==> src/hw/rtl/oarb_pkg.sv <==
// shared types and constants of the overwriting audio ring buffer
package oarb_pkg;

  localparam int SAMPLE_W = 16;
  localparam int CMD_W    = 3;
  localparam int SEL_W    = 3;
  localparam int OFF_W    = 9;
  localparam int FRM_W    = 10;
  localparam int CFG_W    = 4;
  localparam int APB_AW   = 3;
  localparam int APB_DW   = 32;

  localparam logic REG_CH_COUNT = 1'b0;

  typedef enum logic [CMD_W-1:0] {
    CMD_WRITE = 3'd0,
    CMD_READ  = 3'd1,
    CMD_MONO  = 3'd2,
    CMD_PEEK  = 3'd3,
    CMD_CLEAR = 3'd4
  } cmd_e;

  typedef enum logic [1:0] {
    ST_OK        = 2'd0,
    ST_EMPTY     = 2'd1,
    ST_BAD_CH    = 2'd2,
    ST_OVERWRITE = 2'd3
  } status_e;

  typedef struct packed {
    logic [CMD_W-1:0]           cmd;
    logic signed [SAMPLE_W-1:0] sample_in;
    logic [SEL_W-1:0]           channel_sel;
    logic [OFF_W-1:0]           frame_offset;
  } item_t;

  typedef struct packed {
    logic signed [SAMPLE_W-1:0] sample_out;
    logic [1:0]                 status;
    logic [FRM_W-1:0]           frames_available;
    logic [FRM_W-1:0]           frames_writable;
  } res_t;

  typedef struct packed {
    logic    item_load;
    logic    status_load;
    status_e status;
    logic    ram_write;
    logic    read_one;
    logic    mono_start;
    logic    mono_step;
    logic    div_start;
    logic    peek_read;
    logic    sample_from_ram;
    logic    sample_from_div;
    logic    ptr_clear;
    logic    out_load;
  } ctrl_cmd_t;

  typedef struct packed {
    cmd_e cmd;
    logic empty;
    logic no_frame;
    logic full;
    logic sel_bad;
    logic off_bad;
    logic mono_done;
    logic div_done;
  } dp_stat_t;

endpackage

==> src/hw/rtl/oarb_ctrl.sv <==
// command sequencer of the ring buffer
module oarb_ctrl (
  input  logic                  clk_i,
  input  logic                  rst_ni,
  input  logic                  cmd_valid_i,
  output logic                  cmd_ready_o,
  output logic                  res_valid_o,
  input  logic                  res_ready_i,
  input  oarb_pkg::dp_stat_t    stat_i,
  output oarb_pkg::ctrl_cmd_t   cmd_o
);

  typedef enum logic [5:0] {
    S_IDLE     = 6'b000001,
    S_DISPATCH = 6'b000010,
    S_RDWAIT   = 6'b000100,
    S_MONO     = 6'b001000,
    S_DIV      = 6'b010000,
    S_RESP     = 6'b100000
  } state_e;

  state_e state_q, state_d;
  logic   out_valid_q, out_valid_d;

  always_comb begin
    cmd_o       = '0;
    cmd_o.status = oarb_pkg::ST_OK;
    state_d     = state_q;
    cmd_ready_o = 1'b0;
    case (state_q)
      S_IDLE: begin
        cmd_ready_o = 1'b1;
        if (cmd_valid_i) begin
          cmd_o.item_load = 1'b1;
          state_d         = S_DISPATCH;
        end
      end
      S_DISPATCH: begin
        cmd_o.status_load = 1'b1;
        state_d           = S_RESP;
        case (stat_i.cmd)
          oarb_pkg::CMD_WRITE: begin
            cmd_o.ram_write = 1'b1;
            if (stat_i.full) begin
              cmd_o.status = oarb_pkg::ST_OVERWRITE;
            end
          end
          oarb_pkg::CMD_READ: begin
            if (stat_i.empty) begin
              cmd_o.status = oarb_pkg::ST_EMPTY;
            end else begin
              cmd_o.read_one = 1'b1;
              state_d        = S_RDWAIT;
            end
          end
          oarb_pkg::CMD_MONO: begin
            if (stat_i.no_frame) begin
              cmd_o.status = oarb_pkg::ST_EMPTY;
            end else begin
              cmd_o.mono_start = 1'b1;
              state_d          = S_MONO;
            end
          end
          oarb_pkg::CMD_PEEK: begin
            if (stat_i.sel_bad) begin
              cmd_o.status = oarb_pkg::ST_BAD_CH;
            end else if (stat_i.off_bad) begin
              cmd_o.status = oarb_pkg::ST_EMPTY;
            end else begin
              cmd_o.peek_read = 1'b1;
              state_d         = S_RDWAIT;
            end
          end
          oarb_pkg::CMD_CLEAR: begin
            cmd_o.ptr_clear = 1'b1;
          end
          default: begin
          end
        endcase
      end
      S_RDWAIT: begin
        cmd_o.sample_from_ram = 1'b1;
        state_d               = S_RESP;
      end
      S_MONO: begin
        if (stat_i.mono_done) begin
          cmd_o.div_start = 1'b1;
          state_d         = S_DIV;
        end else begin
          cmd_o.mono_step = 1'b1;
        end
      end
      S_DIV: begin
        if (stat_i.div_done) begin
          cmd_o.sample_from_div = 1'b1;
          state_d               = S_RESP;
        end
      end
      S_RESP: begin
        if (!out_valid_q || res_ready_i) begin
          cmd_o.out_load = 1'b1;
          state_d        = S_IDLE;
        end
      end
      default: begin
        state_d = S_IDLE;
      end
    endcase
  end

  always_comb begin
    if (cmd_o.out_load) begin
      out_valid_d = 1'b1;
    end else if (res_ready_i) begin
      out_valid_d = 1'b0;
    end else begin
      out_valid_d = out_valid_q;
    end
  end

  always_ff @(posedge clk_i or negedge rst_ni) begin
    if (!rst_ni) begin
      state_q     <= S_IDLE;
      out_valid_q <= 1'b0;
    end else begin
      state_q     <= state_d;
      out_valid_q <= out_valid_d;
    end
  end

  assign res_valid_o = out_valid_q;

endmodule

==> config.mk <==
export PLATFORM = sky130hd
export DESIGN_NAME = oarb_ctrl
export DESIGN_NICKNAME = d
export VERILOG_FILES = /design/src/hw/rtl/oarb_pkg.sv /design/src/hw/rtl/oarb_ctrl.sv
export SDC_FILE = /design/constraint.sdc
export NUM_CORES = 1
export LEC_CHECK = 0
export ABC_AREA = 1
export BUFFER_PORTS_ARGS = -buffer_cell sky130_fd_sc_hd__buf_2
export CAP_MARGIN = 20
export CORE_MARGIN = 2
export CORE_UTILIZATION = 39
export DETAILED_ROUTE_END_ITERATION = 6
export GPL_TIMING_DRIVEN = 1
export PLACE_DENSITY_LB_ADDON = 0.3
export SLEW_MARGIN = 10
export SYNTH_ARGS = -nofsm -noshare
export SYNTH_HDL_FRONTEND = slang
export SYNTH_SLANG_ARGS = --single-unit
==> constraint.sdc <==
create_clock -name clk_i -period 1.2 [get_ports clk_i]
set_input_delay 0 -clock clk_i [delete_from_list [all_inputs] [get_ports clk_i]]
set_output_delay 0 -clock clk_i [all_outputs]
set_load 0.01 [all_outputs]
==> results.md, run 1 <==
* Status: finished, violations left
* Violated checks: negative hold slack, negative setup slack
* Nets at between 150 and 200
* Final number of setup-violating endpoints at 18
* Wire length of the first global-routing pass at between 2000 and 3000 um
* Total core area at between 1000 and 1500 um2
* Synthesized Nets at 108
* Dominant delay contributor by cell family on the critical path: flip-flops
* Vias in the first global route at about 740
* Remaining antenna violation count at 0
* Transition at the pin with the smallest max-transition slack at between 0.2 and 0.25 ns
* H-tree depth reported by CTS at 1
* Initial antenna violation count at 0
* Final Routed Wirelength at around 2100 um
* Sink of the worst hold path: state_q[0]
* Largest stage delay on the critical path at 0.41 ns
* Fmax at 708 MHz
* Worst slew margin relative to its limit at 84.4%
* Clock tree root driver cell: sky130_fd_sc_hd__clkbuf_4
* Detail Placement HPWL at 1240 um
* End of the worst register-to-register path: state_q[5]
* Port Buffers at 29
* Number of synthesized register bits at 7
* Cell count after synthesis at between 90 and 100
* Critical Path Source Type: flip-flop
* Number of DRC markers after the initial detailed-route iteration at 19
* Height of the chip at 43.4 um
* Static Leakage at roughly 0.6 nW
* Worst IR Drop VDD at ~1.1 mV
* Part of the Yosys area used for sequential elements at slightly below 30%
* Vias/cell at 4.93
* Clk_lat worst skew at around 0.25 ns
* Clock tree from TritonCTS: done
* Setup WS pre-CTS at -0.0987 ns
* Clock tree sinks at 7
* Worst endpoint required time at roughly 1.2 ns
* Crit Path Class: flip-flop to primary output
* Synthesized area at approximately 600 um2
* Cell breakdown of the critical path: nor2_4, nand4_4, clkinv_4, nand2_4, a31oi_4, buf_2
* Width of the die at between 40 and 50 um
* Buffering stage count on the worst path with inverters included at 2
* Final period util at 118%
* Cell Area, Placed at 805 um2
* Source of the worst hold timing path: cmd_valid_i
* Total Routing Usage GR at 20.1%
* Total CTS buffers at 3
* Mean Syn Cell Area at ~6.5 um2
* Number of top-level pins at 30
* DRC violation count after routing at 0
* First-pass iteration count of the detailed router at 5
* Average detailed-routed wire length per instance at 12.7 um
* Crit-path slowest cell: sky130_fd_sc_hd__dfrtp_1
* Maximum count of clock buffers along a single path at 2
* Largest fanout of any net on the critical path at 6
* Hold/Removal Path Class: primary input to flip-flop
* Shortest clock period the worst path allows after layout at 1.41 ns
* Reg2Reg Setup Slack at -0.15 ns
* Post-Route Skew at about 0.0032 ns
* Post-CTS clock slew at the launch and capture registers of the worst setup and hold paths at roughly 0.050 ns
* Worst r2r path cells at 8
* Layout Area Growth over Synthesis at 77.7%
* Routability Congestion at ~0.74
* Initial Util at ~40%
* Critical path capture point type: primary output
* Hold Crit Depth at 4
* Power density cells at about 1600 nW/um2
* Critical path data arrival time at between 1 and 1.5 ns
* MaxCap Viol Count at 0
* Share of layout cells above drive strength 1 at roughly 55%
* Setup TNS at -2.37 ns
* Smallest setup slack after layout at -0.213 ns
* Finished Cell Area at between 1000 and 1500 um2
* Fin Hold WS at -0.00105 ns
* Total die area at about 1900 um2
* Final max-slew violation count at 0
* Total number of vias at a little under 800
* Global-route congestion overflow total at 0
* Pin count of the biggest net entering global routing at 8
* Number of antenna diodes at 0
* YS warnings at 0
* Unique cell type count in the Yosys netlist at 23
* Hold Vio Cnt, Final at 1
* Number of rows created at floorplan at 14
* Setup repair after global routing missed its margin: true
* Tot Pwr at 1.70 mW
* RR Startpoint: state_q[5]
## cell usage after synthesis
library cell,count,area share (%)
sky130_fd_sc_hd__nand3_4,1,2.9
sky130_fd_sc_hd__nand4_4,1,3.5
sky130_fd_sc_hd__a21oi_1,2,1.6
sky130_fd_sc_hd__nand4_1,4,4.1
sky130_fd_sc_hd__a31oi_2,1,2.1
sky130_fd_sc_hd__buf_4,1,1.2
sky130_fd_sc_hd__dfrtp_1,6,25
sky130_fd_sc_hd__dfstp_2,1,4.3
sky130_fd_sc_hd__inv_2,2,1.2
sky130_fd_sc_hd__nand3b_1,1,1.2
sky130_fd_sc_hd__o21ai_0,2,1.6
sky130_fd_sc_hd__or2_1,1,1.0
sky130_fd_sc_hd__nor2_4,1,1.9
sky130_fd_sc_hd__nor2_1,18,11
sky130_fd_sc_hd__nor3_1,2,1.6
sky130_fd_sc_hd__clkinv_2,1,0.82
sky130_fd_sc_hd__nand2_1,18,11
sky130_fd_sc_hd__inv_1,17,11
sky130_fd_sc_hd__nor2_2,2,2.1
sky130_fd_sc_hd__nand2_2,2,2.1
sky130_fd_sc_hd__nand3_1,8,6.6
sky130_fd_sc_hd__nor3_2,1,1.6
sky130_fd_sc_hd__o21ai_1,1,0.82
## what timing repair did
| action | CTS | global route |
|---|---|---|
| endpoints found under the hold margin | 8 | 0 |
| hold buffers | 2 | 0 |
| pin swaps | 7 | 13 |
| gates resized for setup | 19 | 15 |
| setup buffers | 7 | 6 |
| gates cloned | 0 | 0 |
| endpoints found under the setup margin | 18 | 20 |
## report_power, final
group          total (mW)  switching [mW]  internal [mW]
combinational        1.12           0.577          0.539
clock               0.211          0.0843          0.127
sequential          0.370          0.0636          0.306
## per-layer routing
layer  vias to the layer above  wire length (um)  GRT usage, %  share of wire [%]
li1                        397                 -             -                  -
met1                       370               759          24.1                 37
met2                        23              1190          38.2                 58
met3                         4                62          2.50                3.0
met4                         0                35          3.64                1.7
met5                         -                 0             0                  0
## per-stage QoR
stage | std cells | hold slack, ns | utilization [%]
after floorplan | 94 | -0.296 | -
after global placement | 142 | -0.161 | 54.0
after detailed placement | 142 | -0.161 | 54.0
after CTS | 155 | 0.000564 | 65.5
after global routing | 161 | 0.00934 | 72.4
final | 161 | -0.00105 | 72.4
## how the worst max path moves through the flow
stage | start | to | slack [ns] | depth (start not counted)
after floorplan | state_q[0] | state_q[5] | 0.004 | 9
after global placement | state_q[2] | cmd_o[10] | -0.04 | 6
after detailed placement | state_q[1] | state_q[5] | -0.1 | 8
after CTS | state_q[4] | cmd_o[10] | -0.19 | 6
after global routing | state_q[3] | cmd_o[10] | -0.29 | 6
final | state_q[3] | cmd_o[10] | -0.21 | 6
## layout by cell type (no fill, tap or decap), types with 2 or more instances in the layout
cell type	instances
sky130_fd_sc_hd__nand2_1	14
sky130_fd_sc_hd__nand3_1	5
sky130_fd_sc_hd__nand3_2	2
sky130_fd_sc_hd__nand2_4	3
sky130_fd_sc_hd__clkbuf_4	3
sky130_fd_sc_hd__inv_1	15
sky130_fd_sc_hd__nor2_1	13
sky130_fd_sc_hd__nand3_4	2
sky130_fd_sc_hd__dfrtp_1	5
sky130_fd_sc_hd__buf_6	5
sky130_fd_sc_hd__nor3_2	2
sky130_fd_sc_hd__dlygate4sd3_1	2
sky130_fd_sc_hd__nor2_4	6
sky130_fd_sc_hd__buf_4	14
sky130_fd_sc_hd__nand4_1	4
sky130_fd_sc_hd__inv_2	2
sky130_fd_sc_hd__nor2_2	2
sky130_fd_sc_hd__buf_2	27
sky130_fd_sc_hd__nand2_2	3
sky130_fd_sc_hd__inv_4	2
## final cells by class
cell class / count / area, um2
tap: 16 / 20.0
fill: 116 / 410
sequential: 7 / 178
multi-input combinational: 66 / 453
clock buffer: 4 / 26.3
timing repair buffer: 48 / 317
inverter: 20 / 85.1
## cells by family (layout without fill, tap and decap cells)
logic type | after synthesis | in the layout | synth area share (%)
AO/OA/AOI/OAI | 6 | 6 | 6.18
buffers and inverters | 21 | 72 | 13.8
AND/OR/NAND/NOR | 60 | 60 | 50.9
flip-flops | 7 | 7 | 29.1
## state kept, by name, indices dropped and copies added (netlist names)
| name | count |
|---|---|
| res_valid_o | 1 |
| state_q | 6 |
## worst min-delay path, delay by kind of cell
kind / cells / cell delay [ns]
buffers and inverters: 2 / 0.11
AND/OR/NAND/NOR: 2 / 0.12
No activity file was read; power rests on OpenSTA's default activity.
==> run 2: changes to the inputs <==
CORE_UTILIZATION = 42   (was 39)
CTS_BUF_LIST = sky130_fd_sc_hd__clkbuf_2   (was default)
==> results.md, run 2 (synthesis gave the netlist of run 1 again) <==
* Global-route congestion overflow total at 0 (unchanged)
* Final Routed Wirelength at 1850 um (was 2050 um)
* Number of antenna diodes at 0 (unchanged)
* Pin count of the biggest net entering global routing at 8 (unchanged)
* Share of layout cells above drive strength 1 at 51.4% (was 55.2%)
* Vias/cell at 5.01 (was 4.93)
* Clock tree from TritonCTS: done (unchanged)
* Commonest non-fill, non-tap cell in the layout: sky130_fd_sc_hd__buf_2 (unchanged)
* Crit Path Class: flip-flop to primary output (unchanged)
* Port Buffers at 29 (unchanged)
* MaxCap Viol Count at 0 (unchanged)
* Worst endpoint required time at 1.20 ns (about the same)
* Vias in the first global route at 745 (was 744)
* Largest fanout of any net on the critical path at 5 (was 6)
* H-tree depth reported by CTS at 1 (unchanged)
* Hold Vio Cnt, Final at 0 (was 1)
* Final period util at 120% (was 118%)
* Layout Area Growth over Synthesis at 69.5% (was 77.7%)
* Status: finished, violations left (unchanged)
* Transition at the pin with the smallest max-transition slack at 0.240 ns (was 0.234 ns)
* Height of the chip at 42.0 um (was 43.4 um)
* Highest-count cells in the layout ignoring fill and taps: 27 x sky130_fd_sc_hd__buf_2, 16 x sky130_fd_sc_hd__inv_1, 16 x sky130_fd_sc_hd__nand2_1 (was 27 x sky130_fd_sc_hd__buf_2, 15 x sky130_fd_sc_hd__inv_1, 14 x sky130_fd_sc_hd__nand2_1, 14 x sky130_fd_sc_hd__buf_4, 13 x sky130_fd_sc_hd__nor2_1)
* Smallest setup slack after layout at -0.235 ns (was -0.213 ns)
* Clock tree sinks at 7 (unchanged)
* Largest register by flop count: state_q (unchanged)
* Number of rows created at floorplan at 13 (was 14)
* Initial antenna violation count at 0 (unchanged)
* Tot Pwr at 1.55 mW (was 1.70 mW)
* Static Leakage at 0.590 nW (about the same)
* Worst IR Drop VDD at 1.02 mV (was 1.08 mV)
* Initial Util at 46.1% (was 40.8%)
* Remaining antenna violation count at 0 (unchanged)
* Shortest clock period the worst path allows after layout at 1.44 ns (was 1.41 ns)
* Largest register FFs at 6 (unchanged)
* Number of top-level pins at 30 (unchanged)
* Total die area at 1760 um2 (was 1890 um2)
* DRC violation count after routing at 0 (unchanged)
* Violated checks: negative setup slack (was negative hold slack, negative setup slack)
* First-pass iteration count of the detailed router at 4 (was 5)
* Total number of vias at 796 (was 794)
* Critical Path Source Type: flip-flop (unchanged)
* Hold/Removal Path Class: primary input to flip-flop (unchanged)
* Worst slew margin relative to its limit at 84.0% (was 84.4%)
* Critical path capture point type: primary output (unchanged)
* Setup repair after global routing missed its margin: true (unchanged)
* Layout Utilization at 78.1% (was 72.4%)
* Total Routing Usage GR at 22.1% (was 20.1%)
* Clk_lat worst skew at 0.25 ns (about the same)
* Wire length of the first global-routing pass at 2980 um (was 2930 um)
* Final number of setup-violating endpoints at 19 (was 18)
* Number of DRC markers after the initial detailed-route iteration at 15 (was 19)
* Final max-slew violation count at 0 (unchanged)
* Detail Placement HPWL at 1250 um (was 1240 um)
* Clock tree root driver cell: sky130_fd_sc_hd__clkbuf_2 (was sky130_fd_sc_hd__clkbuf_4)
* Total core area at 1320 um2 (was 1490 um2)
* Power density cells at 1510 nW/um2 (was 1570 nW/um2)
* Width of the die at 42.0 um (was 43.4 um)
* Post-Route Skew at 0.0111 ns (was 0.00319 ns)
* Fmax at 697 MHz (was 708 MHz)
* Average detailed-routed wire length per instance at 11.7 um (was 12.7 um)
* Maximum count of clock buffers along a single path at 2 (unchanged)
* Setup WS pre-CTS at -0.0697 ns (was -0.0987 ns)
* Total CTS buffers at 3 (unchanged)
* Post-CTS clock slew at the launch and capture registers of the worst setup and hold paths at 0.08 ns (was 0.05 ns)
* Fin Hold WS at 0.0624 ns (was -0.00105 ns)
* Critical path data arrival time at 1.44 ns (was 1.41 ns)
* Routability Congestion at 0.768 (was 0.743)
* Nets at 159 (was 160)
-- run 2: changes by cell type in the layout (fill, tap and decap cells not counted), moves of 2 or more --
| cell | delta |
|---|---|
| sky130_fd_sc_hd__nor2_2 | +2 |
| sky130_fd_sc_hd__nand2_1 | +2 |
| sky130_fd_sc_hd__buf_4 | -2 |
| sky130_fd_sc_hd__clkbuf_2 | +4 |
| sky130_fd_sc_hd__clkbuf_4 | -3 |
| sky130_fd_sc_hd__inv_2 | -2 |
-- run 2: power by group --
part           switching (mW)  internal [mW]
Clock                  0.0973         0.0885
Combinational           0.523          0.483
Sequential             0.0596          0.302
Total                   0.679          0.874
-- run 2: per-stage QoR --
stage | instance area, um2 | TNS, ns | cells
global placement | 796 | -0.0404 | 140
floorplan | 617 | 0 | 94
global route | 1030 | -4.62 | 159
CTS | 965 | -2.52 | 156
detailed placement | 796 | -0.127 | 140
finish | 1030 | -3.13 | 159
-- run 2: final cells by class --
cell class                 instances  area, um2
timing repair buffer              47        312
tap                               15       18.8
clock buffer                       4       20.0
multi-input combinational         66        414
inverter                          20       87.6
fill                             104        289
sequential                         7        176
-- run 2: path summary, 6_finish.rpt --
| check | start | endpoint | slack, ns | depth (start not counted) |
|---|---|---|---|---|
| hold reg to reg | res_valid_o | res_valid_o | 0.55 | 2 |
| max in group asynchronous | rst_ni | state_q[0] | 0.86 | 2 |
| setup reg to reg | state_q[5] | state_q[5] | -0.20 | 10 |
| hold / removal | stat_i[1] | state_q[4] | 0.06 | 3 |
| setup / recovery | state_q[5] | cmd_o[10] | -0.24 | 6 |
| min in group asynchronous | rst_ni | state_q[2] | 0.10 | 2 |
-- run 2: metal layers --
layer	track usage [%]	up-vias	wire (um)
met5	0	-	0
met4	6.88	0	18
met2	40.6	19	956
li1	-	396	-
met1	23.1	376	779
met3	8.19	5	99
-- run 2: repair_timing --
action / 4_1_cts / 5_1_grt
pin swaps: 3 / 6
hold buffers: 3 / 0
resized for setup: 14 / 12
endpoints found under the hold margin: 9 / 0
buffers inserted: 9 / 3
setup endpoints to repair: 18 / 20
-- run 2: critical path, stage by stage (launching register included) --
cell                       delay, ns
sky130_fd_sc_hd__dfrtp_1        0.42
sky130_fd_sc_hd__nor2_4         0.18
sky130_fd_sc_hd__nand4_4        0.18
sky130_fd_sc_hd__clkinv_4       0.09
sky130_fd_sc_hd__nand2_4        0.05
sky130_fd_sc_hd__a31oi_2        0.12
sky130_fd_sc_hd__buf_2          0.14
==> run 3: changes to the inputs <==
ABC_AREA = default   (was 1)
CORE_UTILIZATION = 41   (was 42)
==> results.md, run 3 <==
* Layout Utilization at 76.6% (was 78.1%)
* Setup TNS at -9.94 ns (was -3.13 ns)
* Nets at 143 (was 159)
* Largest stage delay on the critical path at 0.57 ns (was 0.42 ns)
* Number of instances in the placed design at 128 (was 140)
* Hold/Removal Path Class: primary input to flip-flop (unchanged)
* Transition at the pin with the smallest max-transition slack at 0.262 ns (was 0.240 ns)
* Main synth FF type: sky130_fd_sc_hd__dfrtp_1 (unchanged)
* Power density cells at 1590 nW/um2 (was 1510 nW/um2)
* Total core area at 1320 um2 (unchanged)
* Number of non-filler instances in the completed layout at 143 (was 159)
* Width of the die at 42.0 um (about the same)
* Final number of setup-violating endpoints at 21 (was 19)
* Total Routing Usage GR at 21.1% (was 22.1%)
* Number of DRC markers after the initial detailed-route iteration at 13 (was 15)
* Synthesized Nets at 96 (was 108)
* Crit Path Class: flip-flop to primary output (unchanged)
* Total die area at 1760 um2 (about the same)
* Status: finished, violations left (unchanged)
* Number of top-level pins at 30 (unchanged)
* Sink of the worst hold path: state_q[2] (was state_q[4])
* Initial Util at 44.8% (was 46.1%)
* Mean Syn Cell Area at 7.20 um2 (was 6.46 um2)
* Initial antenna violation count at 0 (unchanged)
* Synthesized area at 591 um2 (was 607 um2)
* Number of synthesized register bits at 7 (unchanged)
* Worst r2r path cells at 4 (was 10)
* H-tree depth reported by CTS at 1 (unchanged)
* Post-Route Skew at 0.00673 ns (was 0.0111 ns)
* Worst IR Drop VDD at 0.745 mV (was 1.02 mV)
* Clk_lat worst skew at 0.23 ns (was 0.25 ns)
* Violated checks: negative setup slack (unchanged)
* Total CTS buffers at 3 (unchanged)
* Clock tree from TritonCTS: done (unchanged)
* Smallest setup slack after layout at -0.662 ns (was -0.235 ns)
* Largest fanout of any net on the critical path at 5 (unchanged)
* Fmax at 537 MHz (was 697 MHz)
* Unique cell type count in the Yosys netlist at 34 (was 23)
* Crit-path slowest cell: sky130_fd_sc_hd__or4_4 (was sky130_fd_sc_hd__dfrtp_1)
* Area share of the largest cell type after synthesis at 25.4% (was 24.7%)
* Layout Area Growth over Synthesis at 71.0% (was 69.5%)
* Pin count of the biggest net entering global routing at 13 (was 8)
* Reg2Reg Setup Slack at -0.60 ns (was -0.20 ns)
* Number of rows created at floorplan at 13 (unchanged)
* Cell Area, Placed at 800 um2 (was 796 um2)
* Critical Path Source Type: flip-flop (unchanged)
* Final Routed Wirelength at 1770 um (was 1850 um)
* Source of the worst hold timing path: stat_i[6] (was stat_i[1])
* Worst endpoint required time at 1.20 ns (about the same)
* List of most frequent post-synthesis cells: 13 x sky130_fd_sc_hd__nor2_1, 6 x sky130_fd_sc_hd__a21oi_1, 6 x sky130_fd_sc_hd__dfrtp_1, 5 x sky130_fd_sc_hd__nand2_1 (was 18 x sky130_fd_sc_hd__nand2_1, 18 x sky130_fd_sc_hd__nor2_1, 17 x sky130_fd_sc_hd__inv_1, 8 x sky130_fd_sc_hd__nand3_1, 6 x sky130_fd_sc_hd__dfrtp_1)
* Detail Placement HPWL at 1190 um (was 1250 um)
* Cell type with the largest total area after synthesis: sky130_fd_sc_hd__dfrtp_1 (unchanged)
* Commonest non-fill, non-tap cell in the layout: sky130_fd_sc_hd__buf_2 (unchanged)
* Global-route congestion overflow total at 0 (unchanged)
* Routability Congestion at 0.765 (was 0.768)
* Cell breakdown of the critical path: or4_4, or3_4, nor3_2, buf_2 (was nor2_4, nand4_4, clkinv_4, nand2_4, a31oi_2, buf_2)
* Largest register FFs at 6 (unchanged)
* Setup repair after global routing missed its margin: true (unchanged)
* Share of layout cells above drive strength 1 at 54.7% (was 51.4%)
* Maximum count of clock buffers along a single path at 2 (unchanged)
* Number of enable-type register cells in the synthesized netlist at 0 (unchanged)
* Average detailed-routed wire length per instance at 12.4 um (was 11.7 um)
* Final max-slew violation count at 0 (unchanged)
* Largest register by flop count: state_q (unchanged)
* Setup WS pre-CTS at -0.543 ns (was -0.0697 ns)
* Clock tree root driver cell: sky130_fd_sc_hd__clkbuf_2 (unchanged)
* Total number of vias at 755 (was 796)
* Wire length of the first global-routing pass at 2810 um (was 2980 um)
* YS warnings at 0 (unchanged)
* Vias/cell at 5.28 (was 5.01)
* Height of the chip at 42.0 um (about the same)
* Static Leakage at 0.529 nW (was 0.590 nW)
* Remaining antenna violation count at 0 (unchanged)
* Hold Vio Cnt, Final at 0 (unchanged)
* Finished Cell Area at 1010 um2 (was 1030 um2)
* Port Buffers at 29 (unchanged)
* Vias in the first global route at 661 (was 745)
* Number of antenna diodes at 0 (unchanged)
* RR Startpoint: state_q[3] (was state_q[5])
* Cell types occupying the most area after synthesis: sky130_fd_sc_hd__dfrtp_1 25%, sky130_fd_sc_hd__nor2_1 8.3%, sky130_fd_sc_hd__a21oi_1 5.1% (was sky130_fd_sc_hd__dfrtp_1 25%, sky130_fd_sc_hd__nand2_1 11%, sky130_fd_sc_hd__nor2_1 11%)
* Critical path capture point type: primary output (unchanged)
* MaxCap Viol Count at 0 (unchanged)
* Worst slew margin relative to its limit at 82.5% (was 84.0%)
* Clock tree sinks at 7 (unchanged)
* End of the worst register-to-register path: state_q[1] (was state_q[5])
* Highest-count cells in the layout ignoring fill and taps: 28 x sky130_fd_sc_hd__buf_2, 15 x sky130_fd_sc_hd__buf_4, 9 x sky130_fd_sc_hd__nor2_1 (was 27 x sky130_fd_sc_hd__buf_2, 16 x sky130_fd_sc_hd__inv_1, 16 x sky130_fd_sc_hd__nand2_1)
* Hold Crit Depth at 3 (unchanged)
* Fraction of registers with async set or reset after synthesis at 100% (unchanged)
* Part of the Yosys area used for sequential elements at 29.9% (was 29.1%)
* Most common cell in the synthesized netlist: sky130_fd_sc_hd__nor2_1
* Final period util at 155% (was 120%)
* First-pass iteration count of the detailed router at 4 (unchanged)
* Shortest clock period the worst path allows after layout at 1.86 ns (was 1.44 ns)
* Critical path data arrival time at 1.86 ns (was 1.44 ns)
* DRC violation count after routing at 0 (unchanged)
* Cell count after synthesis at 82 (was 94)
* Post-CTS clock slew at the launch and capture registers of the worst setup and hold paths at 0.07 ns (was 0.08 ns)
run 3: changes by cell type after synthesis, moves of 3 or more:
| cell | previous run | this run |
|---|---|---|
| sky130_fd_sc_hd__inv_1 | 17 | 4 |
| sky130_fd_sc_hd__nand2_1 | 18 | 5 |
| sky130_fd_sc_hd__nand3_1 | 8 | 2 |
| sky130_fd_sc_hd__nor2_1 | 18 | 13 |
| sky130_fd_sc_hd__a21oi_1 | 2 | 6 |
| sky130_fd_sc_hd__clkbuf_1 | 0 | 4 |
| sky130_fd_sc_hd__nand2b_1 | 0 | 3 |
| sky130_fd_sc_hd__nor2b_1 | 0 | 3 |
run 3: through the flow:
step                hold slack [ns]  total power, mW
finish                       0.0620             1.60
CTS                          0.0340             1.47
global route                 0.0607             1.72
detailed placement           -0.160             1.04
global placement             -0.163             1.03
floorplan                    -0.296            0.791
run 3: final cells by class:
class | instances | area (um2)
fillers | 109 | 308
repair buffers | 48 | 315
clock buffers | 4 | 20.0
well taps | 15 | 18.8
inverters | 4 | 15.0
multi-input cells | 65 | 463
flip-flops and latches | 7 | 178
run 3: cell families after synthesis:
logic type | share of synthesized area (%)
AND/OR/NAND/NOR | 44.1
buffers and inverters | 7.20
flip-flops | 29.9
AO/OA/AOI/OAI | 15.9
XOR/XNOR | 2.97
run 3: how the worst max path moves through the flow:
| stage | startpoint | to | slack [ns] | cells after the start |
|---|---|---|---|---|
| after CTS | state_q[3] | cmd_o[9] | -0.66 | 4 |
| final | state_q[3] | cmd_o[9] | -0.66 | 4 |
| after detailed placement | state_q[3] | state_q[1] | -0.54 | 4 |
| after global placement | state_q[3] | state_q[1] | -0.51 | 4 |
| after global routing | state_q[3] | cmd_o[8] | -0.76 | 5 |
| after floorplan | state_q[3] | state_q[1] | -0.54 | 4 |
run 3: per-layer routing:
metal / part of all wire [%] / track usage [%]
met3: 4.8 / 5.22
met1: 44 / 26.1
met4: 1.2 / 9.68
met2: 50 / 34.4
met5: 0 / 0
run 3: what timing repair did:
item | CTS | global route
buffers inserted | 4 | 6
hold endpoints to repair | 8 | 0
hold buffers | 2 | 0
pin swaps | 12 | 10
gates resized for setup | 14 | 6
endpoints found under the setup margin | 22 | 22
run 3: critical path, delay by kind of cell (launching register included):
family / cells / cell delay (ns)
flip-flops: 1 / 0.39
buffers and inverters: 1 / 0.14
AND/OR/NAND/NOR: 3 / 1.11
run 3: power by group:
part	switching [mW]	total (mW)	leakage (nW)	internal, mW
Sequential	0.107	0.417	0.0912	0.310
Clock	0.0869	0.175	0.0166	0.0885
Combinational	0.450	1.01	0.421	0.560
